## config.mk

```make
export PLATFORM = sky130hd
export DESIGN_NAME = rhfc_div
export DESIGN_NICKNAME = d
export VERILOG_FILES = /design/src/design/rgb_hold_fade_cycler_assert.svh /design/src/design/rhfc_pkg.sv /design/src/design/rhfc_div.sv
export SDC_FILE = /design/constraint.sdc
export NUM_CORES = 1
export LEC_CHECK = 0
export BUFFER_PORTS_ARGS = -buffer_cell sky130_fd_sc_hd__buf_4
export CAP_MARGIN = 20
export CELL_PAD_IN_SITES_DETAIL_PLACEMENT = 0
export CELL_PAD_IN_SITES_GLOBAL_PLACEMENT = 1
export CORE_ASPECT_RATIO = 0.6
export CORE_MARGIN = 5
export CORE_UTILIZATION = 30
export DETAILED_ROUTE_END_ITERATION = 8
export PLACE_DENSITY_LB_ADDON = 0.1
export SLEW_MARGIN = 10
export SYNTH_ARGS = -nofsm -noshare
export SYNTH_HDL_FRONTEND = slang
export SYNTH_SLANG_ARGS = --single-unit
```

## constraint.sdc

```tcl
create_clock -name clk -period 4.1 [get_ports clk]
set_input_delay 0.82 -clock clk [delete_from_list [all_inputs] [get_ports clk]]
set_output_delay 0.82 -clock clk [all_outputs]
set_load 0.01 [all_outputs]
```

## src/design/rgb_hold_fade_cycler_assert.svh

```systemverilog
// Assertion macros used by the block's top-level RTL file.
// Each macro expects signals named clk and rst_n in the enclosing module.
`ifndef RGB_HOLD_FADE_CYCLER_ASSERT_SVH
`define RGB_HOLD_FADE_CYCLER_ASSERT_SVH

// The consequent must hold in the same cycle as the antecedent.
`define RHFC_ASSERT_IMPLY(label, ante, cons) \
    label: assert property (@(posedge clk) disable iff (!rst_n) (ante) |-> (cons)) \
        else $error("rgb_hold_fade_cycler: same-cycle check failed");

// The consequent must hold in the cycle after the antecedent.
`define RHFC_ASSERT_NEXT(label, ante, cons) \
    label: assert property (@(posedge clk) disable iff (!rst_n) (ante) |=> (cons)) \
        else $error("rgb_hold_fade_cycler: next-cycle check failed");

`endif

```

## src/design/rhfc_pkg.sv

```systemverilog
`default_nettype none

package rhfc_pkg;

    localparam int DT_W       = 20;
    localparam int CH_W       = 8;
    localparam int COLOR_W    = 24;
    localparam int TIME_W     = 31;
    localparam int TLEFT_W    = 33;
    localparam int REP_W      = 16;
    localparam int CYC_W      = 17;
    localparam int CFG_IDX_W  = 3;
    localparam int CFG_DATA_W = 31;
    localparam int PHASE_W    = 2;
    localparam int STEP_W     = 4;

    typedef enum logic [PHASE_W-1:0] {
        PH_HOLD_START,
        PH_FADE_UP,
        PH_HOLD_END,
        PH_FADE_DOWN
    } phase_t;

    typedef enum logic [CFG_IDX_W-1:0] {
        CFG_START_COLOR,
        CFG_END_COLOR,
        CFG_HOLD_START_TIME,
        CFG_FADE_UP_TIME,
        CFG_HOLD_END_TIME,
        CFG_FADE_DOWN_TIME,
        CFG_REPEAT_COUNT
    } cfg_idx_t;

    typedef enum logic [3:0] {
        U_WAIT,
        U_INIT,
        U_DIV_LOAD,
        U_DIV_WAIT,
        U_DIV_STORE,
        U_ENTER_FIRST,
        U_EMIT,
        U_DEC,
        U_MAC,
        U_ENTER_NEXT
    } uop_t;

    typedef logic [STEP_W-1:0] step_t;

    localparam step_t L_WAIT        = 4'd0;
    localparam step_t L_INIT        = 4'd1;
    localparam step_t L_DIV_LOAD    = 4'd2;
    localparam step_t L_DIV_WAIT    = 4'd3;
    localparam step_t L_DIV_STORE   = 4'd4;
    localparam step_t L_ENTER_FIRST = 4'd5;
    localparam step_t L_TICK        = 4'd6;
    localparam step_t L_DEC         = 4'd7;
    localparam step_t L_MAC         = 4'd8;
    localparam step_t L_NEXT        = 4'd9;

    typedef struct packed {
        uop_t  op;
        step_t jump;
    } ctl_word_t;

    // Control store. The jump field is taken only when the operation's condition says so.
    function automatic ctl_word_t rhfc_ucode(input step_t step);
        ctl_word_t cw;
        case (step)
            L_WAIT:        cw = '{op: U_WAIT,        jump: L_TICK};
            L_INIT:        cw = '{op: U_INIT,        jump: L_DIV_LOAD};
            L_DIV_LOAD:    cw = '{op: U_DIV_LOAD,    jump: L_DIV_WAIT};
            L_DIV_WAIT:    cw = '{op: U_DIV_WAIT,    jump: L_DIV_STORE};
            L_DIV_STORE:   cw = '{op: U_DIV_STORE,   jump: L_DIV_LOAD};
            L_ENTER_FIRST: cw = '{op: U_ENTER_FIRST, jump: L_TICK};
            L_TICK:        cw = '{op: U_EMIT,        jump: L_NEXT};
            L_DEC:         cw = '{op: U_DEC,         jump: L_MAC};
            L_MAC:         cw = '{op: U_MAC,         jump: L_MAC};
            L_NEXT:        cw = '{op: U_ENTER_NEXT,  jump: L_WAIT};
            default:       cw = '{op: U_WAIT,        jump: L_TICK};
        endcase
        return cw;
    endfunction

    function automatic logic [CH_W-1:0] rhfc_chan(input logic [COLOR_W-1:0] color,
                                                  input logic [1:0] ch);
        logic [CH_W-1:0] v;
        case (ch)
            2'd0:    v = color[23:16];
            2'd1:    v = color[15:8];
            default: v = color[7:0];
        endcase
        return v;
    endfunction

endpackage

`default_nettype wire

```

## src/design/rhfc_div.sv

```systemverilog
`default_nettype none

module rhfc_div
    import rhfc_pkg::*;
#(
    parameter int NUM_W = 32,
    parameter int DEN_W = 31
)
(
    input  logic             clk,
    input  logic             rst_n,
    input  logic             start,
    input  logic [NUM_W-1:0] num,
    input  logic [DEN_W-1:0] den,
    output logic             done,
    output logic [NUM_W-1:0] quot
);

    localparam int CNT_W = $clog2(NUM_W + 1);

    logic [CNT_W-1:0] cnt_reg;
    logic             done_reg;
    logic [NUM_W-1:0] num_reg;
    logic [NUM_W-1:0] quot_reg;
    logic [DEN_W-1:0] den_reg;
    logic [DEN_W-1:0] rem_reg;
    logic [DEN_W:0]   trial;
    logic             fits;

    assign trial = {rem_reg, num_reg[NUM_W-1]};
    assign fits  = trial >= {1'b0, den_reg};

    always_ff @(posedge clk or negedge rst_n)
    begin
        if (!rst_n)
        begin
            cnt_reg  <= '0;
            done_reg <= 1'b0;
        end
        else
        begin
            done_reg <= 1'b0;
            if (start)
            begin
                cnt_reg <= CNT_W'(NUM_W);
            end
            else if (cnt_reg != '0)
            begin
                cnt_reg  <= cnt_reg - CNT_W'(1);
                done_reg <= (cnt_reg == CNT_W'(1));
            end
        end
    end

    always_ff @(posedge clk)
    begin
        if (start)
        begin
            num_reg <= num;
            den_reg <= den;
            rem_reg <= '0;
        end
        else if (cnt_reg != '0)
        begin
            num_reg  <= num_reg << 1;
            rem_reg  <= fits ? DEN_W'(trial - {1'b0, den_reg}) : trial[DEN_W-1:0];
            quot_reg <= {quot_reg[NUM_W-2:0], fits};
        end
    end

    // A zero fade time yields a zero rate.
    assign quot = (den_reg == '0) ? '0 : quot_reg;
    assign done = done_reg;

endmodule

`default_nettype wire
```

[After elaboration in Yosys (flattened, before gate mapping)]
Cells that the tools add are included.
Widths: inputs -> output; s select.
Storage, ports and cells
  register bits: 133
  output and inout bits: 33
  logic and storage cells: 23
Operators by class
  $add $sub $neg: 2
  magnitude comparators: 1
  equality and inequality tests: 1
  muxes and demuxes: 8
  bitwise gates (word level): 1
  reductions and logical operators: 4
Operators by type and width (count)
  $mux 32: 3
  $ge 32x31->1: 1
  $logic_not 31->1: 1
  $mux 31: 1
  $sub 31x31->31: 1
  $mux 6: 2
  $eq 6x1->1 const B: 1
  $reduce_bool 6->1: 1
  $sub 6x1->6 const B: 1
  $mux 1: 2
  $reduce_and 2->1: 1
  $reduce_bool 2->1: 1
  $not 1->1: 1

[Logic depth before layout (Yosys ltp)]
Gate-level depths: netlist (run 1).
  depth after elaboration: 3
  mapped depth: 13
  mapped depth without buffers: 11

[Least setup slack after synthesis (run 1)]
OpenSTA, ideal clock, no wires.
  path type: register to register
  start point: register den_reg[23]
  end point: register rem_reg[13]
  setup time: 0.086 ns
  arrival: 3.052 ns
  data required time: 4.014 ns
  setup slack: 0.963 ns
  stages on the path, launching flop included: 14
  path buffers: 3
  clock period less this slack: 3.137 ns
  cell sequence: edfxtp_1 > inv_1 > ha_1 > buf_6 > a211o_1 > a31o_1 > or4_1 > a2111o_1 > a31oi_2 > buf_6 > inv_1 > buf_2 > mux2i_1 > a211oi_1
On the way
  cells in the longest elaborated chain, start to end: 2
Ends and longest elaborated chain
  start: declaration: line rhfc_div.sv:25  | logic [DEN_W-1:0] den_reg;
  start signal: assignment: line rhfc_div.sv:60  | den_reg <= den;
  $ge 32x31->1: line rhfc_div.sv:31  | assign fits = trial >= {1'b0, den_reg};
  named net fits: line rhfc_div.sv:28  | logic fits;
  $mux 31: line rhfc_div.sv:66  | rem_reg <= fits ? DEN_W'(trial - {1'b0, den_reg}) : trial[DEN_W-1:0];
  end signal: assignment: line rhfc_div.sv:66
  end: declaration: line rhfc_div.sv:26  | logic [DEN_W-1:0] rem_reg;
The timed path passes the listed nets, and every way through them passes these cells.
A chain may end at the register's enable or synchronous reset.

[Worst setup path in the final report (run 1)]
  start point: register den_reg[23]
  end point: register rem_reg[17]
On the way
  cells in the longest elaborated chain, start to end: 2
Ends and longest elaborated chain (line)
  $ge 32x31->1: rhfc_div.sv:31
  $mux 31: rhfc_div.sv:66
No other way between the ends.

==> impl_summary.txt, run 1 <==
----------------------------------------------------
[Route]
  Number of DRC markers in iteration 0 ... 383
  Post-detailed-route via-to-cell ratio ... 4.949
  Routed length per instance ... 17.63 um
  Final routed DRC violation total ... 0
  Count of antenna-violating nets left after detailed routing ... 0
  DRT Wirelength ... 19420 um
  Detailed-routing iteration count for the pre-antenna-repair pass ... 5
  Overall via count from detail_route ... 5454

[Setup path]
  Setup slack of the worst register-to-register path ... 0.43 ns
  Highest net fanout along the worst path ... 11
  First element of the critical path ... den_reg[23]
  Crit start category ... flip-flop
  Kind of end point of the critical path ... flip-flop
  Arr. time, crit path ... 4.01 ns
  Launch point of the worst reg-to-reg path ... den_reg[23]
  Critical path class ... flip-flop to flip-flop
  Worst path required time ... 4.44 ns

[Clocking]
  Number of buffers created by CTS ... 17
  Sink count of the clock tree ... 133
  Root buffer cell ... sky130_fd_sc_hd__clkbuf_16
  Latest clock arrival within the worst-skew pair ... 0.43 ns
  Count of buffers added by post-CTS timing repair for setup ... 0
  Depth of the CTS H-tree ... 4
  Number of buffers on the longest clock path ... 2
  Resize count post-CTS ... 0
  Clock tree from TritonCTS ... built
  Reg clk slew, reported paths ... 0.06 ns
  Number of buffers added to fix hold violations after cts ... 0

[Worst hold path]
  Class of the worst hold path ... input pin to async pin

[Floorplan]
  Vertical die dimension ... 130.1 um
  Core region area ... 23400 um2
  Starting Density ... 30.82%
  Die extent in x ... 210.2 um
  Standard-cell row count ... 43
  Top-level I/O count ... 99
  Overall die area ... 27350 um2

[Timing]
  Tightest Pin Transition ... 0.9230 ns
  Slew Viols, Final ... 0
  Setup repair after global routing missed its margin ... false
  Final setup violation count ... 0
  Skew final ... 0.005295 ns
  Endpoints failing hold ... 0
  Max-Slew Margin vs Limit ... 38.46%
  Fmax ... 272.4 MHz
  Fraction of the cycle the final worst path needs ... 89.54%
  Final TNS setup ... 0 ns
  Post-layout min period ... 3.671 ns

[Yosys]
  Multiplexer area fraction after synthesis ... 6.973%
  Cell taking the most area after synthesis ... sky130_fd_sc_hd__edfxtp_1
  Xor/xnor share of the synthesized area ... 1.943%
  Post-synthesis adder-cell area fraction ... 6.175%
  Primary flip-flop cell chosen by synthesis mapping ... sky130_fd_sc_hd__edfxtp_1
  Largest family of logic cells by synthesized area ... simple AND/OR/NAND/NOR gates
  Post-synthesis cell type count ... 63
  Share of the yosys chip area belonging to registers ... 50.58%
  Fraction of registers with async set or reset after synthesis ... 5.263%
  Area share of and/or/nand/nor cells after synthesis ... 15.06%
  Count of flip-flops with a built-in enable after synthesis ... 95
  Top cell type's share of synthesized area ... 39.55%
  Top cells by area in the synthesized netlist ... sky130_fd_sc_hd__edfxtp_1 40%, sky130_fd_sc_hd__dfxtp_1 8.6%, sky130_fd_sc_hd__ha_1 5.9%
  Synthesized cell area ... 7213 um2
  Flop and latch count out of synthesis ... 133
  Average cell area after synthesis ... 10.56 um2
  Gate count of the mapped netlist ... 683
  Number of warnings printed during yosys synthesis ... 0
  Synth Net Count ... 784
  Fraction of the mapped netlist area in compound gates ... 14.71%

[Global route]
  Via count of the first global-routing pass ... 5476
  Aggregate global routing overflow ... 0
  Total global-route track usage ... 14.55%
  Largest net degree at the start of global routing ... 55
  Antenna violations before repair ... 0
  First-pass GRT wire length ... 30570 um

[Final layout]
  Commonest non-fill, non-tap cells in the layout ... 107 x sky130_fd_sc_hd__buf_4, 95 x sky130_fd_sc_hd__edfxtp_1, 58 x sky130_fd_sc_hd__nor2_1, 43 x sky130_fd_sc_hd__inv_1, 43 x sky130_fd_sc_hd__a21oi_1
  Post-route non-filler standard cell count ... 1102
  Final Core Density ... 37.67%
  Syn-to-layout area delta ... 22.24%
  Ratio of cells with drive above 1 in the final layout ... 22.24%
  # nets final ... 875
  Commonest non-fill, non-tap cell in the layout ... sky130_fd_sc_hd__buf_4
  Number of diodes added for antenna fixing ... 0

[Flow run]
  Max Cap Violations ... 0

[Status]
  Run status ... finished, final reports clean

[Place]
  Routability congestion estimate from global placement ... 0.8112
  Placed cell count ... 1070
  PortBufs ... 98
  Final HPWL from detailed placement ... 14130 um

[Pwr]
  Total power ... 5.603 mW
  LEAKAGE ... 3.704 nW
  Power per cell area ... 635.5 nW/um2
  Max rail drop VDD ... 0.0002944 V

----------------------------------------------------
[through the flow]
stage,hold WS [ns],cell area [um2],setup WS (ns)
finish,0.1876,8817,0.4290
global route,0.1687,8817,0.1677
CTS,0.1604,8817,0.4086
detailed placement,0.4253,8254,0.4654
global placement,0.4219,8254,0.5913
floorplan,0.4180,7213,0.9625
[worst paths after layout]
| path | to | cells after the start |
|---|---|---|
| setup / recovery | rem_reg[17] | 10 |
| hold / removal | cnt_reg[5] | 1 |
| setup reg to reg | rem_reg[17] | 10 |
| hold reg to reg | quot_reg[16] | 0 |
| max in group asynchronous | done | 1 |
| min in group clk | quot_reg[16] | 0 |
[critical path, cell delays in order, from the launching register on]
cell and delay (ns):
sky130_fd_sc_hd__edfxtp_1 0.36, sky130_fd_sc_hd__inv_1 0.06, sky130_fd_sc_hd__ha_1 0.41, sky130_fd_sc_hd__a211o_1 0.32
sky130_fd_sc_hd__a31o_1 0.24, sky130_fd_sc_hd__or4_1 0.55, sky130_fd_sc_hd__a2111o_1 0.45, sky130_fd_sc_hd__a31oi_4 0.31
sky130_fd_sc_hd__inv_1 0.40, sky130_fd_sc_hd__mux2i_1 0.21, sky130_fd_sc_hd__a211oi_1 0.26
[routing by layer]
layer | vias up | global-route usage [%] | part of all wire [%]
met5 | - | 0 | 0
met4 | 0 | 4.525 | 1.3
met3 | 19 | 4.205 | 5.3
met2 | 125 | 20.07 | 41
met1 | 2610 | 21.81 | 53
li1 | 2700 | - | -
[power by group]
group	internal (mW)	switching [mW]	total, mW
sequential	1.78	0.181	1.96
clock	0.886	0.597	1.48
combinational	0.925	1.23	2.16
total	3.59	2.01	5.60
[cell usage after synthesis (11+ instances only)]
master	count
sky130_fd_sc_hd__nand3_1	14
sky130_fd_sc_hd__nand2_1	37
sky130_fd_sc_hd__nor4_1	11
sky130_fd_sc_hd__o21ai_0	25
sky130_fd_sc_hd__inv_1	43
sky130_fd_sc_hd__mux2i_1	12
sky130_fd_sc_hd__dfxtp_1	31
sky130_fd_sc_hd__ha_1	34
sky130_fd_sc_hd__a21o_1	17
sky130_fd_sc_hd__a21oi_1	43
sky130_fd_sc_hd__nor2b_1	38
sky130_fd_sc_hd__clkbuf_1	27
sky130_fd_sc_hd__mux2_2	34
sky130_fd_sc_hd__nor2_1	59
sky130_fd_sc_hd__xnor2_1	12
sky130_fd_sc_hd__nor3_1	24
sky130_fd_sc_hd__edfxtp_1	95
sky130_fd_sc_hd__a211oi_1	25
[layout make-up]
type / count / area (um2)
clock buffer: 18 / 429.2
clock inverter: 14 / 133.9
fill: 2369 / 14590
inverter: 43 / 161.4
multi-input combinational: 472 / 3247
sequential: 133 / 3649
tap: 315 / 394.1
timing repair buffer: 107 / 803.3
[logic make-up after synthesis]
logic type	Yosys count
AOI/OAI and AO/OA	159
xor gates and xnor gates	16
adders and majority gates	35
buffers and inverters	78
DFF	133
muxes	46
and+or+nand+nor	216
(Power assumes the default switching activity.)
==> run 2, diff against run 1 <==
- CORE_ASPECT_RATIO: 0.6 -> not set
- CORE_MARGIN: 5 -> 3
==> impl_summary.txt, run 2 (same netlist as run 1, synthesis figures left out) <==
----------------------------------------------------
[Status]
  Run status ... finished, final reports clean

[Floorplan]
  Top-level I/O count ... 99 (unchanged)
  Starting Density ... 30.64% (-0.18 points)
  Core region area ... 23540 um2 (+0.59%)
  Vertical die dimension ... 161.1 um (+24%)
  Die extent in x ... 161.1 um (-23%)
  Overall die area ... 25940 um2 (-5.1%)
  Standard-cell row count ... 56 (+30%)

[Clocking]
  Resize count post-CTS ... 0 (unchanged)
  Depth of the CTS H-tree ... 4 (unchanged)
  Sink count of the clock tree ... 133 (unchanged)
  Root buffer cell ... sky130_fd_sc_hd__clkbuf_16
  Number of buffers on the longest clock path ... 2 (unchanged)
  Count of buffers added by post-CTS timing repair for setup ... 0 (unchanged)
  Number of buffers created by CTS ... 17 (unchanged)
  Number of buffers added to fix hold violations after cts ... 0 (unchanged)
  Reg clk slew, reported paths ... 0.07 ns (about the same)
  Clock tree from TritonCTS ... built
  Latest clock arrival within the worst-skew pair ... 0.42 ns (about the same)

[Global route]
  Antenna violations before repair ... 0 (unchanged)
  Total global-route track usage ... 13.91% (-0.64 points)
  Aggregate global routing overflow ... 0 (unchanged)
  Largest net degree at the start of global routing ... 44 (-20%)
  First-pass GRT wire length ... 28890 um (-5.5%)
  Via count of the first global-routing pass ... 5311 (-3.0%)

[Timing]
  Skew final ... 0.007934 ns (+0.002638 ns)
  Tightest Pin Transition ... 0.8540 ns (-0.06906 ns)
  Endpoints failing hold ... 0 (unchanged)
  Post-layout min period ... 3.598 ns (-0.07292 ns)
  Final hold slack ... 0.2044 ns (+0.01680 ns)
  Setup repair after global routing missed its margin ... false
  Max-Slew Margin vs Limit ... 42.54% (+4.1 points)
  Slew Viols, Final ... 0 (unchanged)
  Final setup violation count ... 0 (unchanged)
  Final TNS setup ... 0 ns (unchanged)
  Fmax ... 277.9 MHz (+2.0%)
  Fraction of the cycle the final worst path needs ... 87.76% (-1.8 points)

[Route]
  Final routed DRC violation total ... 0 (unchanged)
  Number of DRC markers in iteration 0 ... 255 (-33%)
  Routed length per instance ... 16.09 um (-8.7%)
  Count of antenna-violating nets left after detailed routing ... 0 (unchanged)
  DRT Wirelength ... 17800 um (-8.4%)
  Post-detailed-route via-to-cell ratio ... 4.879 (-1.4%)
  Overall via count from detail_route ... 5396 (-1.1%)
  Detailed-routing iteration count for the pre-antenna-repair pass ... 4 (-1)

[Place]
  Final HPWL from detailed placement ... 12510 um (-11%)
  Placed cell count ... 1074 (+0.37%)
  PortBufs ... 98 (unchanged)
  Routability congestion estimate from global placement ... 0.8233 (+1.5%)

[Flow run]
  Max Cap Violations ... 0 (unchanged)

[Worst hold path]
  Class of the worst hold path ... input pin to async pin

[Pwr]
  LEAKAGE ... 3.721 nW (+0.44%)
  Register share of total power ... 34.6% (-0.4 points)
  Sw power ... 2.024 mW (+0.55%)
  Sw Share ... 35.93% (about the same)
  Internal portion of total power ... 3.609 mW (+0.51%)
  Combinational share of power ... 37.4% (-1.1 points)
  Power per cell area ... 636.4 nW/um2 (+0.14%)
  Power share of the clock group ... 28.0% (+1.5 points)
  Max rail drop VDD ... 0.0002553 V (-13%)

[Final layout]
  Commonest non-fill, non-tap cells in the layout ... 107 x sky130_fd_sc_hd__buf_4, 95 x sky130_fd_sc_hd__edfxtp_1, 58 x sky130_fd_sc_hd__nor2_1, 43 x sky130_fd_sc_hd__inv_1, 43 x sky130_fd_sc_hd__a21oi_1
  Commonest non-fill, non-tap cell in the layout ... sky130_fd_sc_hd__buf_4
  Area used by sequential logic in the layout ... 3649 um2 (unchanged)
  Multi-input gate area in the final layout ... 3247 um2 (unchanged)
  Number of diodes added for antenna fixing ... 0 (unchanged)
  Number of fill cells in the layout ... 2378 (+0.38%)
  Ratio of cells with drive above 1 in the final layout ... 22.74% (+0.51 points)
  Post-route non-filler standard cell count ... 1106 (+0.36%)
  # nets final ... 875 (unchanged)
  Syn-to-layout area delta ... 22.71%

[Setup path]
  Critical path class ... flip-flop to flip-flop
  Worst path required time ... 4.43 ns (about the same)
  Launch point of the worst reg-to-reg path ... den_reg[23]
  Kind of end point of the critical path ... flip-flop
  Crit start category ... flip-flop
  Highest net fanout along the worst path ... 15 (+4)
  Arr. time, crit path ... 3.93 ns (-0.08 ns)
  First element of the critical path ... den_reg[23]

----------------------------------------------------
run 2: per-stage QoR:
| step | power (mW) | setup WS [ns] | cell area [um2] | util [%] |
|---|---|---|---|---|
| floorplan | 3.527 | 0.9625 | 7213 | - |
| global placement | 4.079 | 0.5513 | 8259 | 35.08 |
| detailed placement | 4.081 | 0.5092 | 8259 | 35.08 |
| CTS | 5.701 | 0.4663 | 8851 | 37.60 |
| global route | 6.033 | 0.2627 | 8851 | 37.60 |
| finish | 5.633 | 0.5019 | 8851 | 37.60 |
run 2: area by class of cell:
| type | instances | share of cell area (%) |
|---|---|---|
| Clock buffer | 18 | 4.849 |
| Multi-Input combinational cell | 472 | 36.68 |
| Inverter | 43 | 1.824 |
| Timing Repair Buffer | 107 | 9.075 |
| Tap cell | 319 | 4.509 |
| Sequential cell | 133 | 41.22 |
| Clock inverter | 14 | 1.838 |
run 2: power by group through the flow:
| stage | clock (mW) | sequential, mW | combinational [mW] |
|---|---|---|---|
| detailed placement | 0 | 1.98 | 2.10 |
| finish | 1.58 | 1.95 | 2.11 |
| CTS | 1.63 | 1.95 | 2.12 |
| global route | 1.69 | 1.99 | 2.36 |
| global placement | 0 | 1.97 | 2.11 |
| floorplan | 0 | 1.92 | 1.61 |
run 2: critical path: stages (launching register included):
cell and delay (ns):
sky130_fd_sc_hd__edfxtp_1 0.35, sky130_fd_sc_hd__inv_1 0.05, sky130_fd_sc_hd__ha_1 0.41, sky130_fd_sc_hd__a211o_1 0.32, sky130_fd_sc_hd__a31o_1 0.23, sky130_fd_sc_hd__or4_1 0.53, sky130_fd_sc_hd__a2111o_1 0.44, sky130_fd_sc_hd__a31oi_4 0.15
sky130_fd_sc_hd__buf_4 0.24, sky130_fd_sc_hd__inv_1 0.33, sky130_fd_sc_hd__mux2i_1 0.21, sky130_fd_sc_hd__a211oi_1 0.26
run 2: final timing paths:
| path | end | slack [ns] | cells after the start |
|---|---|---|---|
| setup / recovery | rem_reg[13] | 0.50 | 11 |
| hold / removal | cnt_reg[5] | 0.20 | 1 |
| setup reg to reg | rem_reg[13] | 0.50 | 11 |
| hold reg to reg | quot_reg[16] | 0.44 | 0 |
| max in group asynchronous | cnt_reg[3] | 3.77 | 1 |
| min in group clk | quot_reg[16] | 0.44 | 0 |
run 2: layer usage:
| metal | track usage (%) | vias up | routed length, um |
|---|---|---|---|
| li1 | - | 2696 | - |
| met1 | 19.13 | 2578 | 8684 |
| met2 | 22.04 | 109 | 8117 |
| met3 | 3.411 | 13 | 750 |
| met4 | 3.676 | 0 | 243 |
| met5 | 0 | - | 0 |
